==> config.mk <==
export PLATFORM = sky130hd
export DESIGN_NAME = retransmit_backoff_table_top
export DESIGN_NICKNAME = d
export VERILOG_FILES = /design/src/rtl/rbt_pkg.sv /design/src/rtl/rbt_front.sv /design/src/rtl/rbt_out_fifo.sv /design/src/rtl/rbt_engine.sv /design/src/rtl/retransmit_backoff_table_top.sv
export SDC_FILE = /design/constraint.sdc
export NUM_CORES = 2
export LEC_CHECK = 0
export BUFFER_PORTS_ARGS = -buffer_cell sky130_fd_sc_hd__buf_2
export CAP_MARGIN = 20
export CORE_ASPECT_RATIO = 2
export CORE_MARGIN = 2
export CORE_UTILIZATION = 60
export DETAILED_ROUTE_END_ITERATION = 8
export GPL_ROUTABILITY_DRIVEN = 0
export PLACE_DENSITY = 0.88
export RECOVER_POWER = 100
export SETUP_SLACK_MARGIN = 0.05
export SLEW_MARGIN = 20
export SYNTH_ARGS = -nofsm -noshare
export SYNTH_HDL_FRONTEND = slang
export SYNTH_HIERARCHICAL = 1
export SYNTH_SLANG_ARGS = --single-unit
==> constraint.sdc <==
create_clock -name clk -period 29.3 [get_ports clk]
set_input_delay 2.93 -clock clk [delete_from_list [all_inputs] [get_ports clk]]
set_output_delay 2.93 -clock clk [all_outputs]
set_load 0.005 [all_outputs]
==> src/rtl/rbt_pkg.sv <==
`default_nettype none

package rbt_pkg;

    // Table size default and queue depths
    localparam int TABLE_DEPTH_DEF = 16;
    localparam int IN_DEPTH        = 2;
    localparam int OUT_DEPTH       = 4;

    // Field widths
    localparam int CMD_W     = 2;
    localparam int HANDLE_W  = 8;
    localparam int IP_W      = 32;
    localparam int PORT_W    = 16;
    localparam int MS_W      = 16;
    localparam int SEQ_W     = 16;
    localparam int TRIES_W   = 4;
    localparam int KIND_W    = 2;
    localparam int CFG_IDX_W = 2;
    localparam int CFG_W     = 16;

    // Command codes
    localparam logic [CMD_W-1:0] CMD_SEND = 2'd0;
    localparam logic [CMD_W-1:0] CMD_TICK = 2'd1;
    localparam logic [CMD_W-1:0] CMD_ACK  = 2'd2;

    // Event codes
    localparam logic [KIND_W-1:0] EV_FIRST  = 2'd0;
    localparam logic [KIND_W-1:0] EV_RETX   = 2'd1;
    localparam logic [KIND_W-1:0] EV_DROP   = 2'd2;
    localparam logic [KIND_W-1:0] EV_REJECT = 2'd3;

    // Configuration register indexes
    localparam logic [CFG_IDX_W-1:0] CFG_INIT_DELAY   = 2'd0;
    localparam logic [CFG_IDX_W-1:0] CFG_MAX_DELAY    = 2'd1;
    localparam logic [CFG_IDX_W-1:0] CFG_MAX_ATTEMPTS = 2'd2;

    // Reset values of the configuration registers
    localparam logic [MS_W-1:0]    INIT_DELAY_RST   = 16'd500;
    localparam logic [MS_W-1:0]    MAX_DELAY_RST    = 16'd5000;
    localparam logic [TRIES_W-1:0] MAX_ATTEMPTS_RST = 4'd8;

    // Queued command
    typedef struct packed {
        logic [CMD_W-1:0]    kind;
        logic [HANDLE_W-1:0] handle;
        logic [IP_W-1:0]     ip;
        logic [PORT_W-1:0]   port;
        logic [MS_W-1:0]     elapsed;
        logic [SEQ_W-1:0]    ack_id;
    } cmd_t;

    // Result beat
    typedef struct packed {
        logic [KIND_W-1:0]   kind;
        logic [SEQ_W-1:0]    seq;
        logic [HANDLE_W-1:0] handle;
        logic [IP_W-1:0]     ip;
        logic [PORT_W-1:0]   port;
        logic                last;
    } res_t;

    // One table entry
    typedef struct packed {
        logic [SEQ_W-1:0]    seq;
        logic [HANDLE_W-1:0] handle;
        logic [IP_W-1:0]     ip;
        logic [PORT_W-1:0]   port;
        logic [MS_W-1:0]     timer;
        logic [MS_W-1:0]     delay;
        logic [TRIES_W-1:0]  tries;
    } entry_t;

endpackage

`default_nettype wire

==> src/rtl/rbt_front.sv <==
`default_nettype none

module rbt_front
    import rbt_pkg::*;
(
    input  wire logic                clk,
    input  wire logic                rst_n,
    input  wire logic                push,
    output logic                     full,
    input  wire logic [CMD_W-1:0]    command,
    input  wire logic [HANDLE_W-1:0] packet_handle,
    input  wire logic [IP_W-1:0]     target_ip,
    input  wire logic [PORT_W-1:0]   target_port,
    input  wire logic [MS_W-1:0]     elapsed_ms,
    input  wire logic [SEQ_W-1:0]    ack_id,
    output logic                     cmd_empty,
    input  wire logic                cmd_pop,
    output cmd_t                     cmd_data
);

    localparam int PTR_W = (IN_DEPTH > 1) ? $clog2(IN_DEPTH) : 1;
    localparam int CNT_W = $clog2(IN_DEPTH + 1);

    cmd_t             q_reg [IN_DEPTH];
    logic [PTR_W-1:0] wr_ptr_reg, wr_ptr_next;
    logic [PTR_W-1:0] rd_ptr_reg, rd_ptr_next;
    logic [CNT_W-1:0] cnt_reg, cnt_next;
    logic             accept, known, wr_en, rd_en;

    // Accept a beat; unknown commands are dropped here and never queued
    assign full   = (cnt_reg == CNT_W'(IN_DEPTH));
    assign accept = push && !full;
    always_comb
    begin
        case (command)
            CMD_SEND, CMD_TICK, CMD_ACK: known = 1'b1;
            default:                     known = 1'b0;
        endcase
    end
    assign wr_en = accept && known;

    assign cmd_empty = (cnt_reg == '0);
    assign rd_en     = cmd_pop && !cmd_empty;
    assign cmd_data  = q_reg[rd_ptr_reg];

    // Pointer and count update
    always_comb
    begin
        wr_ptr_next = wr_ptr_reg;
        rd_ptr_next = rd_ptr_reg;
        cnt_next    = cnt_reg;
        if (wr_en)
        begin
            wr_ptr_next = (wr_ptr_reg == PTR_W'(IN_DEPTH - 1)) ? '0 : wr_ptr_reg + 1'b1;
        end
        if (rd_en)
        begin
            rd_ptr_next = (rd_ptr_reg == PTR_W'(IN_DEPTH - 1)) ? '0 : rd_ptr_reg + 1'b1;
        end
        if (wr_en && !rd_en)
        begin
            cnt_next = cnt_reg + 1'b1;
        end
        else if (rd_en && !wr_en)
        begin
            cnt_next = cnt_reg - 1'b1;
        end
    end

    always_ff @(posedge clk or negedge rst_n)
    begin
        if (!rst_n)
        begin
            wr_ptr_reg <= '0;
            rd_ptr_reg <= '0;
            cnt_reg    <= '0;
        end
        else
        begin
            wr_ptr_reg <= wr_ptr_next;
            rd_ptr_reg <= rd_ptr_next;
            cnt_reg    <= cnt_next;
        end
    end

    // Queue storage
    always_ff @(posedge clk)
    begin
        if (wr_en)
        begin
            q_reg[wr_ptr_reg] <= '{kind: command, handle: packet_handle, ip: target_ip,
                                   port: target_port, elapsed: elapsed_ms, ack_id: ack_id};
        end
    end

endmodule

`default_nettype wire

==> src/rtl/rbt_out_fifo.sv <==
`default_nettype none

module rbt_out_fifo
    import rbt_pkg::*;
(
    input  wire logic clk,
    input  wire logic rst_n,
    input  wire logic res_push,
    input  res_t      res_in,
    output logic      res_full,
    output logic      empty,
    input  wire logic pop,
    output res_t      res_out
);

    localparam int PTR_W = (OUT_DEPTH > 1) ? $clog2(OUT_DEPTH) : 1;
    localparam int CNT_W = $clog2(OUT_DEPTH + 1);

    res_t             q_reg [OUT_DEPTH];
    logic [PTR_W-1:0] wr_ptr_reg, wr_ptr_next;
    logic [PTR_W-1:0] rd_ptr_reg, rd_ptr_next;
    logic [CNT_W-1:0] cnt_reg, cnt_next;
    logic             wr_en, rd_en;

    assign res_full = (cnt_reg == CNT_W'(OUT_DEPTH));
    assign empty    = (cnt_reg == '0);
    assign wr_en    = res_push && !res_full;
    assign rd_en    = pop && !empty;
    assign res_out  = q_reg[rd_ptr_reg];

    // Pointer and count update
    always_comb
    begin
        wr_ptr_next = wr_ptr_reg;
        rd_ptr_next = rd_ptr_reg;
        cnt_next    = cnt_reg;
        if (wr_en)
        begin
            wr_ptr_next = (wr_ptr_reg == PTR_W'(OUT_DEPTH - 1)) ? '0 : wr_ptr_reg + 1'b1;
        end
        if (rd_en)
        begin
            rd_ptr_next = (rd_ptr_reg == PTR_W'(OUT_DEPTH - 1)) ? '0 : rd_ptr_reg + 1'b1;
        end
        if (wr_en && !rd_en)
        begin
            cnt_next = cnt_reg + 1'b1;
        end
        else if (rd_en && !wr_en)
        begin
            cnt_next = cnt_reg - 1'b1;
        end
    end

    always_ff @(posedge clk or negedge rst_n)
    begin
        if (!rst_n)
        begin
            wr_ptr_reg <= '0;
            rd_ptr_reg <= '0;
            cnt_reg    <= '0;
        end
        else
        begin
            wr_ptr_reg <= wr_ptr_next;
            rd_ptr_reg <= rd_ptr_next;
            cnt_reg    <= cnt_next;
        end
    end

    // Result storage
    always_ff @(posedge clk)
    begin
        if (wr_en)
        begin
            q_reg[wr_ptr_reg] <= res_in;
        end
    end

endmodule

`default_nettype wire

==> src/rtl/rbt_engine.sv <==
`default_nettype none

module rbt_engine
    import rbt_pkg::*;
#(
    parameter int TABLE_DEPTH = TABLE_DEPTH_DEF
)
(
    input  wire logic                 clk,
    input  wire logic                 rst_n,
    input  wire logic                 wr_en,
    input  wire logic [CFG_IDX_W-1:0] wr_index,
    input  wire logic [CFG_W-1:0]     wr_data,
    input  wire logic                 cmd_empty,
    output logic                      cmd_pop,
    input  cmd_t                      cmd_data,
    output logic                      res_push,
    output res_t                      res_in,
    input  wire logic                 res_full
);

    localparam int IDX_W = (TABLE_DEPTH > 1) ? $clog2(TABLE_DEPTH) : 1;
    localparam int CNT_W = $clog2(TABLE_DEPTH + 1);

    localparam logic [1:0] ST_IDLE  = 2'd0;
    localparam logic [1:0] ST_SEND  = 2'd1;
    localparam logic [1:0] ST_SCAN  = 2'd2;
    localparam logic [1:0] ST_FLUSH = 2'd3;

    // Configuration
    logic [MS_W-1:0]    init_delay_reg;
    logic [MS_W-1:0]    max_delay_reg;
    logic [TRIES_W-1:0] max_attempts_reg;

    // Control
    logic [1:0]             state_reg, state_next;
    logic [TABLE_DEPTH-1:0] valid_reg, valid_next;
    logic [SEQ_W-1:0]       next_seq_reg, next_seq_next;
    logic [CNT_W-1:0]       iss_cnt_reg, iss_cnt_next;
    logic                   p_vld_reg, p_vld_next;
    logic [IDX_W-1:0]       p_idx_reg, p_idx_next;
    logic                   pend_vld_reg, pend_vld_next;

    // Payload
    cmd_t   cur_reg, cur_next;
    res_t   pend_reg, pend_next;
    entry_t mem [TABLE_DEPTH];
    entry_t rd_data_reg;

    // Datapath
    logic             issue, adv, rd_en, scan_done;
    logic [IDX_W-1:0] iss_idx;
    logic             free_found;
    logic [IDX_W-1:0] free_idx;
    logic             p_live, is_tick, is_ack;
    logic [MS_W:0]    t_sum;
    logic [MS_W-1:0]  t_sat;
    logic             due, retx, ack_hit;
    logic [MS_W:0]    d_dbl;
    logic [MS_W-1:0]  d_new;
    logic             mem_we;
    logic [IDX_W-1:0] mem_waddr;
    entry_t           mem_wdata;
    entry_t           upd_entry;
    res_t             send_res, due_res;

    // Configuration writes
    always_ff @(posedge clk or negedge rst_n)
    begin
        if (!rst_n)
        begin
            init_delay_reg   <= INIT_DELAY_RST;
            max_delay_reg    <= MAX_DELAY_RST;
            max_attempts_reg <= MAX_ATTEMPTS_RST;
        end
        else if (wr_en)
        begin
            case (wr_index)
                CFG_INIT_DELAY:   init_delay_reg   <= wr_data;
                CFG_MAX_DELAY:    max_delay_reg    <= wr_data;
                CFG_MAX_ATTEMPTS: max_attempts_reg <= wr_data[TRIES_W-1:0];
                default:          ;
            endcase
        end
    end

    // Lowest free slot
    always_comb
    begin
        free_found = 1'b0;
        free_idx   = '0;
        for (int i = TABLE_DEPTH - 1; i >= 0; i--)
        begin
            if (!valid_reg[i])
            begin
                free_found = 1'b1;
                free_idx   = IDX_W'(i);
            end
        end
    end

    // Scan issue stage
    assign is_tick = (cur_reg.kind == CMD_TICK);
    assign is_ack  = (cur_reg.kind == CMD_ACK);
    assign issue   = (state_reg == ST_SCAN) && (iss_cnt_reg != CNT_W'(TABLE_DEPTH));
    assign iss_idx = iss_cnt_reg[IDX_W-1:0];

    // Process stage: timer update, due check and backoff
    assign p_live  = p_vld_reg && valid_reg[p_idx_reg];
    assign t_sum   = {1'b0, rd_data_reg.timer} + {1'b0, cur_reg.elapsed};
    assign t_sat   = t_sum[MS_W] ? {MS_W{1'b1}} : t_sum[MS_W-1:0];
    assign due     = (state_reg == ST_SCAN) && is_tick && p_live && (t_sat >= rd_data_reg.delay);
    assign retx    = (rd_data_reg.tries < max_attempts_reg);
    assign d_dbl   = {rd_data_reg.delay, 1'b0};
    assign d_new   = (d_dbl > {1'b0, max_delay_reg}) ? max_delay_reg : d_dbl[MS_W-1:0];
    assign ack_hit = (state_reg == ST_SCAN) && is_ack && p_live
                     && (rd_data_reg.seq == cur_reg.ack_id);

    // A new due entry must first push the held one out
    assign adv       = !(due && pend_vld_reg && res_full);
    assign rd_en     = issue && adv;
    assign scan_done = (state_reg == ST_SCAN) && !issue && !p_vld_reg;

    always_comb
    begin
        upd_entry = rd_data_reg;
        if (due && retx)
        begin
            upd_entry.timer = '0;
            upd_entry.delay = d_new;
            upd_entry.tries = rd_data_reg.tries + 1'b1;
        end
        else
        begin
            upd_entry.timer = t_sat;
        end
    end

    assign due_res = '{kind: (retx ? EV_RETX : EV_DROP), seq: rd_data_reg.seq,
                       handle: rd_data_reg.handle, ip: rd_data_reg.ip,
                       port: rd_data_reg.port, last: 1'b0};

    assign send_res = '{kind: (free_found ? EV_FIRST : EV_REJECT), seq: next_seq_reg,
                        handle: cur_reg.handle, ip: cur_reg.ip, port: cur_reg.port,
                        last: 1'b1};

    // Table write port
    always_comb
    begin
        mem_we    = 1'b0;
        mem_waddr = p_idx_reg;
        mem_wdata = upd_entry;
        if (state_reg == ST_SEND)
        begin
            mem_we    = !res_full && free_found;
            mem_waddr = free_idx;
            mem_wdata = '{seq: next_seq_reg, handle: cur_reg.handle, ip: cur_reg.ip,
                          port: cur_reg.port, timer: '0, delay: init_delay_reg,
                          tries: '0};
        end
        else if ((state_reg == ST_SCAN) && is_tick && p_live && adv)
        begin
            mem_we = 1'b1;
        end
    end

    // Result push
    always_comb
    begin
        res_push = 1'b0;
        res_in   = send_res;
        case (state_reg)
            ST_SEND:
            begin
                res_push = !res_full;
            end
            ST_SCAN:
            begin
                res_push = due && pend_vld_reg && !res_full;
                res_in   = pend_reg;
            end
            ST_FLUSH:
            begin
                res_push = pend_vld_reg && !res_full;
                res_in   = pend_reg;
                res_in.last = 1'b1;
            end
            default:
            begin
                res_push = 1'b0;
            end
        endcase
    end

    // Sequencer
    always_comb
    begin
        state_next    = state_reg;
        valid_next    = valid_reg;
        next_seq_next = next_seq_reg;
        iss_cnt_next  = iss_cnt_reg;
        p_vld_next    = p_vld_reg;
        p_idx_next    = p_idx_reg;
        pend_vld_next = pend_vld_reg;
        pend_next     = pend_reg;
        cur_next      = cur_reg;
        cmd_pop       = 1'b0;
        case (state_reg)
            ST_IDLE:
            begin
                if (!cmd_empty)
                begin
                    cmd_pop      = 1'b1;
                    cur_next     = cmd_data;
                    iss_cnt_next = '0;
                    state_next   = (cmd_data.kind == CMD_SEND) ? ST_SEND : ST_SCAN;
                end
            end
            ST_SEND:
            begin
                if (!res_full)
                begin
                    if (free_found)
                    begin
                        valid_next[free_idx] = 1'b1;
                        next_seq_next        = next_seq_reg + 1'b1;
                    end
                    state_next = ST_IDLE;
                end
            end
            ST_SCAN:
            begin
                if (adv)
                begin
                    if (issue)
                    begin
                        iss_cnt_next = iss_cnt_reg + 1'b1;
                    end
                    p_vld_next = issue;
                    p_idx_next = iss_idx;
                    if (due)
                    begin
                        pend_vld_next = 1'b1;
                        pend_next     = due_res;
                        if (!retx)
                        begin
                            valid_next[p_idx_reg] = 1'b0;
                        end
                    end
                    if (ack_hit)
                    begin
                        valid_next[p_idx_reg] = 1'b0;
                    end
                end
                if (scan_done)
                begin
                    state_next = ST_FLUSH;
                end
            end
            ST_FLUSH:
            begin
                if (!pend_vld_reg)
                begin
                    state_next = ST_IDLE;
                end
                else if (!res_full)
                begin
                    pend_vld_next = 1'b0;
                    state_next    = ST_IDLE;
                end
            end
            default:
            begin
                state_next = ST_IDLE;
            end
        endcase
    end

    always_ff @(posedge clk or negedge rst_n)
    begin
        if (!rst_n)
        begin
            state_reg    <= ST_IDLE;
            valid_reg    <= '0;
            next_seq_reg <= '0;
            iss_cnt_reg  <= '0;
            p_vld_reg    <= 1'b0;
            p_idx_reg    <= '0;
            pend_vld_reg <= 1'b0;
        end
        else
        begin
            state_reg    <= state_next;
            valid_reg    <= valid_next;
            next_seq_reg <= next_seq_next;
            iss_cnt_reg  <= iss_cnt_next;
            p_vld_reg    <= p_vld_next;
            p_idx_reg    <= p_idx_next;
            pend_vld_reg <= pend_vld_next;
        end
    end

    always_ff @(posedge clk)
    begin
        cur_reg  <= cur_next;
        pend_reg <= pend_next;
    end

    // Entry memory, one write and one registered read a cycle
    always_ff @(posedge clk)
    begin
        if (mem_we)
        begin
            mem[mem_waddr] <= mem_wdata;
        end
        if (rd_en)
        begin
            rd_data_reg <= mem[iss_idx];
        end
    end

endmodule

`default_nettype wire

==> src/rtl/retransmit_backoff_table_top.sv <==
// A send passes through the engine's idle and send states and pushes its one
// result from the send state; a tick or an ack scans the whole table, which
// reads one entry per cycle from its port unless a held result waits on a full
// result queue. The engine takes no new command until it is back in idle.
// Reset clears the queues, the valid bits, the next sequence id and loads the
// configuration defaults; no clearing pass is run over the entry memory.
`default_nettype none

module retransmit_backoff_table_top
    import rbt_pkg::*;
#(
    parameter int TABLE_DEPTH = TABLE_DEPTH_DEF
)
(
    input  wire logic                 clk,
    input  wire logic                 rst_n,
    input  wire logic                 wr_en,
    input  wire logic [CFG_IDX_W-1:0] wr_index,
    input  wire logic [CFG_W-1:0]     wr_data,
    input  wire logic                 push,
    output logic                      full,
    input  wire logic [CMD_W-1:0]     command,
    input  wire logic [HANDLE_W-1:0]  packet_handle,
    input  wire logic [IP_W-1:0]      target_ip,
    input  wire logic [PORT_W-1:0]    target_port,
    input  wire logic [MS_W-1:0]      elapsed_ms,
    input  wire logic [SEQ_W-1:0]     ack_id,
    output logic                      empty,
    input  wire logic                 pop,
    output logic [KIND_W-1:0]         event_kind,
    output logic [SEQ_W-1:0]          seq_id,
    output logic [HANDLE_W-1:0]       out_handle,
    output logic [IP_W-1:0]           out_ip,
    output logic [PORT_W-1:0]         out_port,
    output logic                      last
);

    logic cmd_empty, cmd_pop, res_push, res_full;
    cmd_t cmd_data;
    res_t res_in, res_out;

    // Front: take command beats and queue them
    rbt_front u_front (
        .clk           (clk),
        .rst_n         (rst_n),
        .push          (push),
        .full          (full),
        .command       (command),
        .packet_handle (packet_handle),
        .target_ip     (target_ip),
        .target_port   (target_port),
        .elapsed_ms    (elapsed_ms),
        .ack_id        (ack_id),
        .cmd_empty     (cmd_empty),
        .cmd_pop       (cmd_pop),
        .cmd_data      (cmd_data)
    );

    // Back: table engine
    rbt_engine #(
        .TABLE_DEPTH (TABLE_DEPTH)
    ) u_engine (
        .clk       (clk),
        .rst_n     (rst_n),
        .wr_en     (wr_en),
        .wr_index  (wr_index),
        .wr_data   (wr_data),
        .cmd_empty (cmd_empty),
        .cmd_pop   (cmd_pop),
        .cmd_data  (cmd_data),
        .res_push  (res_push),
        .res_in    (res_in),
        .res_full  (res_full)
    );

    // Result queue
    rbt_out_fifo u_out (
        .clk      (clk),
        .rst_n    (rst_n),
        .res_push (res_push),
        .res_in   (res_in),
        .res_full (res_full),
        .empty    (empty),
        .pop      (pop),
        .res_out  (res_out)
    );

    assign event_kind = res_out.kind;
    assign seq_id     = res_out.seq;
    assign out_handle = res_out.handle;
    assign out_ip     = res_out.ip;
    assign out_port   = res_out.port;
    assign last       = res_out.last;

endmodule

`default_nettype wire

# == Word-level counts from Yosys, hierarchy flattened ==
# Memory sizes are Yosys's and may differ from the RTL's. A register that Yosys moved wholly into a read port is not among the register bits.
# Index checks and enable logic that the tools add are counted.
# op_classes
addsub,12
order_cmp,7
n_eq_ne,22
muxes,91
bitwise,7
reduce_logical,63
# ops
operator,n
$mux 16,11
$pmux 75 s2,1
$mux 108,1
$mux 4,17
$mux 1,36
$and 16x16->16,2
$pmux 16 s2,1
$logic_and 1x1->1,29
$mux 2,11
$mux 20,1
$add 16x16->17,1
$gt 17x16->1,1
$add 16x1->16 const B,1
$eq 16x16->1,1
$eq 2x2->1 const B,8
$ge 16x16->1,1
$not 16->16,1
$or 16x16->16,1
$mux 5,3
$reduce_and 2->1,6
$logic_not 1->1,11
$logic_not 2->1,5
$lt 4x5->1 const B,2
$pmux 5 s2,1
other kinds (26),49
# word_totals
ff_bits,256
ramBits,2208
inputBits,113
out_inout_bits,77
wordCells,232
n_memories,3
# mem_list
name,depth,word_bits,read_ports,rd_ports_with_merged_regs,write_ports,line,text
u_engine.mem,16,108,1,1,1,rbt_engine.sv:47,entry_t mem [TABLE_DEPTH];
u_out.q_reg,4,75,1,0,1,rbt_out_fifo.sv:19,res_t q_reg [OUT_DEPTH];
u_front.q_reg,2,90,1,0,1,rbt_front.sv:24,cmd_t q_reg [IN_DEPTH];

# == Depth between registers and ports, before layout ==
# logic_depth
word_depth,24
depth_mapped,24

# == Hierarchy ==
# The synthesis kept the hierarchy.
# modules_own_cells
module,n_inst,cells_each,area_per_inst_um2,seq_area_each_um2
rbt_engine,1,3724,81082.8,62099.6
rbt_out_fifo,1,429,11289.6,9183.8
rbt_front,1,300,7160.6,5505.3

# == Worst setup path after synthesis ==
# No wires, ideal clock.
# synth_path
path_kind,register to register
from,register u_engine/cur_reg[16] in the netlist's numbering
to,memory u_engine/mem[12][0] in the netlist's numbering (enable)
setup_ps,707
arrival_ps,11735
required_time_ps,28593
slack_ps,16858
stages_incl_launch_ff,17
n_path_buf,0
path_cell_list,edfxtp_1 ha_1 fa_1 a211oi_1 nor4_1 nor3b_2 o31ai_1 a221o_1 or3b_2 ha_1 nand4_1 nor3_1 a2111oi_0 o21ai_0 a311oi_1 o211ai_1 nor3_1
# synth_via
elab_chain_len,12
# synth_rtl
item,line,text
"start, declared",rbt_engine.sv:45,"cmd_t cur_reg, cur_next;"
"start signal, assigned",rbt_engine.sv:305,cur_reg <= cur_next;
$add 16x16->17,rbt_engine.sv:110,"assign t_sum = {1'b0, rd_data_reg.timer} + {1'b0, cur_reg.elapsed};"
$mux 16,rbt_engine.sv:111,assign t_sat = t_sum[MS_W] ? {MS_W{1'b1}} : t_sum[MS_W-1:0];
$ge 16x16->1,rbt_engine.sv:112,assign due = (state_reg == ST_SCAN) && is_tick && p_live && (t_sat >= rd_data_reg.delay);
$logic_and 1x1->1,rbt_engine.sv:112,
$logic_and 1x1->1 (2 in a row),rbt_engine.sv:120,assign adv = !(due && pend_vld_reg && res_full);
$logic_not 1->1,rbt_engine.sv:120,
$logic_and 1x1->1,rbt_engine.sv:161,else if ((state_reg == ST_SCAN) && is_tick && p_live && adv)
$mux 1,rbt_engine.sv:161,
$mux 1,rbt_engine.sv:153,if (state_reg == ST_SEND)
$mux 1,rbt_engine.sv:312,if (mem_we)
$mux 1 (not written as such),rbt_engine.sv:314,mem[mem_waddr] <= mem_wdata;
"end, declared",rbt_engine.sv:47,
# No other way between the ends.

# == Worst setup path in the final report ==
# layout_path
from,register u_engine.state_reg[1]
to,memory u_engine/mem[15][45] in the netlist's numbering (enable)
# layout_via
elab_chain_len,12
elab_cells_between_ends,14
# layout_rtl
item,line,text
"start, declared",rbt_engine.sv:36,"logic [1:0] state_reg, state_next;"
"start signal, assigned",rbt_engine.sv:293,state_reg <= state_next;
$eq 2x2->1,"rbt_engine.sv:112, rbt_engine.sv:161",
$logic_and 1x1->1 (2 in a row),"rbt_engine.sv:112, rbt_engine.sv:161",
$logic_and 1x1->1,rbt_engine.sv:112,
$logic_and 1x1->1 (2 in a row),rbt_engine.sv:120,
$logic_not 1->1,rbt_engine.sv:120,
$logic_and 1x1->1,rbt_engine.sv:161,
$mux 1,rbt_engine.sv:161,
$mux 1,rbt_engine.sv:153,
$mux 1,rbt_engine.sv:312,
$mux 1 (not written as such),rbt_engine.sv:314,
# Parallel ways exist; a longest one is shown, timed or not.

==> metrics.md <==
| Metric | Value |
|---|---|
| Status | finished with violations |
| Failing checks | design-rule violations, max-capacitance violations, max-slew violations |
| Clk Latency, worst-skew pair | 0.90 ns |
| CORE AREA | 165,000 um2 |
| Global route hottest layer | met2 |
| Via-to-Cell Ratio | 7.25 |
| Post-route DRC | 22 |
| Max-cap violations | 83 |
| Complex-gate fraction of the synthesized area | 1.28% |
| Final worst slack | 12.44 ns |
| CTS tree | built |
| Worst Path Required | 29.66 ns |
| P&R area growth vs syn | 9.87% |
| Clock Tree Buf Depth | 4 |
| Layout cells sized above 1 | 22.5% |
| Mapped Cells | 4,453 |
| Combinational power share | 28.2% |
| Final hold vios | 0 |
| Worst slew margin | -576% |
| Crit path capture type | flop |
| Seq/Total Area, Yosys | 77.1% |
| Vias | 51,200 |
| First-pass GRT wire length | 388,000 um |
| Clock share of power | 27.0% |
| CTS sink cnt | 2,572 |
| Post-Synthesis Cell Area | 99,500 um2 |
| Pint | 7860 uW |
| Buffers on Ports | 189 |
| Kind of critical path | flop to flop |
| Largest family of logic cells by synthesized area | multiplexers |
| Simple-gate share of the synthesized area | 2.24% |
| DR pass1 iterations | 9 |
| Warning count from the yosys run | 6 |
| Number of global-route vias before repair | 52,600 |
| Final number of max-transition violations | 3,621 |
| Mux cell area share after synthesis | 16.8% |
| Reg clk slew, reported paths | 0.08 ns |
| Peak supply drop | 88.2 uV |
| Commonest non-fill, non-tap cell in the layout | edfxtp_1 |
| Largest net degree at the start of global routing | 172 |
| Arr. time, crit path | 17.22 ns |
| GRT Util Overall | 32.5% |
| Yosys cell types | 87 |
| Worst-margin pin slew | 10.14 ns |
| Post CTS Setup Buffer Count | 0 |
| Iteration-0 DRC count of the detailed router | 8,544 |
| CTS Buf Count | 208 |
| Syn Area/Cell | 22.4 um2 |
| Chip width | 292 um |
| Gr ovfl total | 0 |
| Hold Path Class | flop to flop |
| Psw | 3490 uW |
| Critical path launch point type | flop |
| Met2 Use GR | 54.3% |
| Post-Synth XOR/XNOR Area | 0.431% |
| CTS Root Cell | clkbuf_16 |
| Total die area | 169,000 um2 |
| Most frequent cells in the layout | edfxtp_1, mux4_2, nand2_1 |
| Syn_nets | 4,629 |
| Fin crit share | 57.5% |
| Resized cells post-CTS | 0 |
| Pwr dens | 104 nW/um2 |
| Tmin final | 16.86 ns |
| H-tree Lvls | 4 |
| Asr flop ratio synth | 3.58% |
| CP max FO | 53 |
| Switching Share | 30.8% |
| FP Rows | 211 |
| Max Fclk | 0.0593 GHz |
| Setup TNS | 0 ns |
| GRT met1 Usage | 38.8% |
| GR Layer Usage met3 | 7.87% |
| Max FFs per register | 1,728 |
| Starting Density | 60.3% |
| Final setup skew | 0.0756 ns |
| Antenna violation net count after detailed routing | 0 |
| RSZ-0062 raised after global routing | false |
| Reg power frac | 44.9% |
| Post-Place Worst Slack | 19.96 ns |
| Post-DP HPWL | 139,000 um |
| Initial antenna violation count | 25 |
| Routed WL | 277,000 um |
| Leakage power | 0.0350 uW |
| Yosys reg bits | 2,572 |
| Die Height | 580 um |
| Post-synthesis adder-cell area fraction | 0.807% |
| Hold_buf cts | 0 |
| DR WL/cell | 39.2 um |
| Prevailing post-synth register cell | edfxtp_1 |
| Number of flops mapped to enable cells by yosys | 2,480 |
| Setup Viol. Count Final | 0 |
| Nets | 4,925 |
| Io pins | 190 |
Yosys cell counts, types with 15 or more instances:
cell type / number / share of area (%)
buf_1: 42 / 0.16
a21oi_1: 47 / 0.24
inv_1: 60 / 0.23
mux2_2: 115 / 1.3
mux4_2: 618 / 14
xnor2_1: 18 / 0.16
mux2_4: 89 / 1.3
dfrtp_1: 80 / 2.0
nor2b_1: 24 / 0.15
edfxtp_1: 2480 / 75
mux2i_1: 15 / 0.15
nand2_1: 269 / 1.0
nand3_1: 33 / 0.17
ha_1: 61 / 0.77
o211ai_1: 25 / 0.19
xor2_1: 31 / 0.27
nor2_1: 59 / 0.22
o21ai_0: 26 / 0.13
nor3_1: 21 / 0.11
clkbuf_1: 117 / 0.44
buf_2: 16 / 0.080
worst max-delay path, stage by stage, from the launching register on:
cell and delay (ns):
dfrtp_1 1.58, nand2b_1 2.47, clkbuf_1 2.50, nand2_1 0.57, o31ai_1 0.55, o211ai_1 0.57
nor2_1 2.49, clkbuf_1 2.60, clkbuf_1 2.82
layer usage:
layer  vias up  wire (um)
met5         -        179
met4        24      18400
met3      1239      35200
met2      4986     140000
met1     25900      83500
li1      19000          -
final cells by class:
class,count,area (um2)
sequential,2572,76800
inverter,60,225
antenna,9,22.5
clock buffer,233,5450
fill,9472,55600
multi-input combinational,1622,21200
tap,2130,2670
timing repair buffer,285,1220
clock inverter,146,1820
kinds of logic (layout without fill, tap and decap cells):
| family | after synthesis | count (layout) |
|---|---|---|
| simple gates | 488 | 488 |
| compound gates | 182 | 182 |
| fa+ha+maj | 63 | 63 |
| other cells | 0 | 9 |
| xor+xnor | 49 | 49 |
| flops | 2572 | 2572 |
| buf+inv | 259 | 724 |
| mux | 840 | 840 |
metrics by stage:
stage / utilization, % / instance area, um2 / std cells / total power (uW) / hold slack, ns
final: 66.3 / 109000 / 7057 / 11400 / 0.458
after global routing: 66.3 / 109000 / 7052 / 11600 / 0.451
after global placement: 62.4 / 103000 / 6652 / 7780 / 0.427
after CTS: 66.8 / 110000 / 7032 / 11100 / 0.446
after floorplan: - / 99500 / 4453 / 7030 / 0.426
after detailed placement: 62.4 / 103000 / 6653 / 7980 / 0.437
power by group through the flow:
stage	Clock, uW	Combinational [uW]	Sequential, uW
6_report	3060	3200	5090
5_1_grt	3180	3320	5100
4_1_cts	3060	2990	5070
3_5_place_dp	0	2850	5130
3_3_place_gp	0	2680	5100
2_1_floorplan	0	2040	4980
final timing paths:
path	startpoint	endpoint	slack, ns	cells past startpoint
setup reg to reg	u_engine/state_reg[1]$_DFFE_PN0P_	u_engine/mem[15][45]$_DFFE_PP_	12.44	8
min in group asynchronous	rst_n	u_engine/max_delay_reg[5]$_DFFE_PN0P_	2.60	1
max in group asynchronous	rst_n	u_engine/iss_cnt_reg[2]$_DFFE_PN0P_	21.71	2
hold reg to reg	u_engine/due_res[7]$_DFFE_PP_	u_engine/pend_reg[7]$_DFFE_PP_	0.46	0
hold / removal	u_engine/due_res[7]$_DFFE_PP_	u_engine/pend_reg[7]$_DFFE_PP_	0.46	0
setup / recovery	u_engine/state_reg[1]$_DFFE_PN0P_	u_engine/mem[15][45]$_DFFE_PP_	12.44	8
Note: power is estimated with default switching activity, not from simulation.
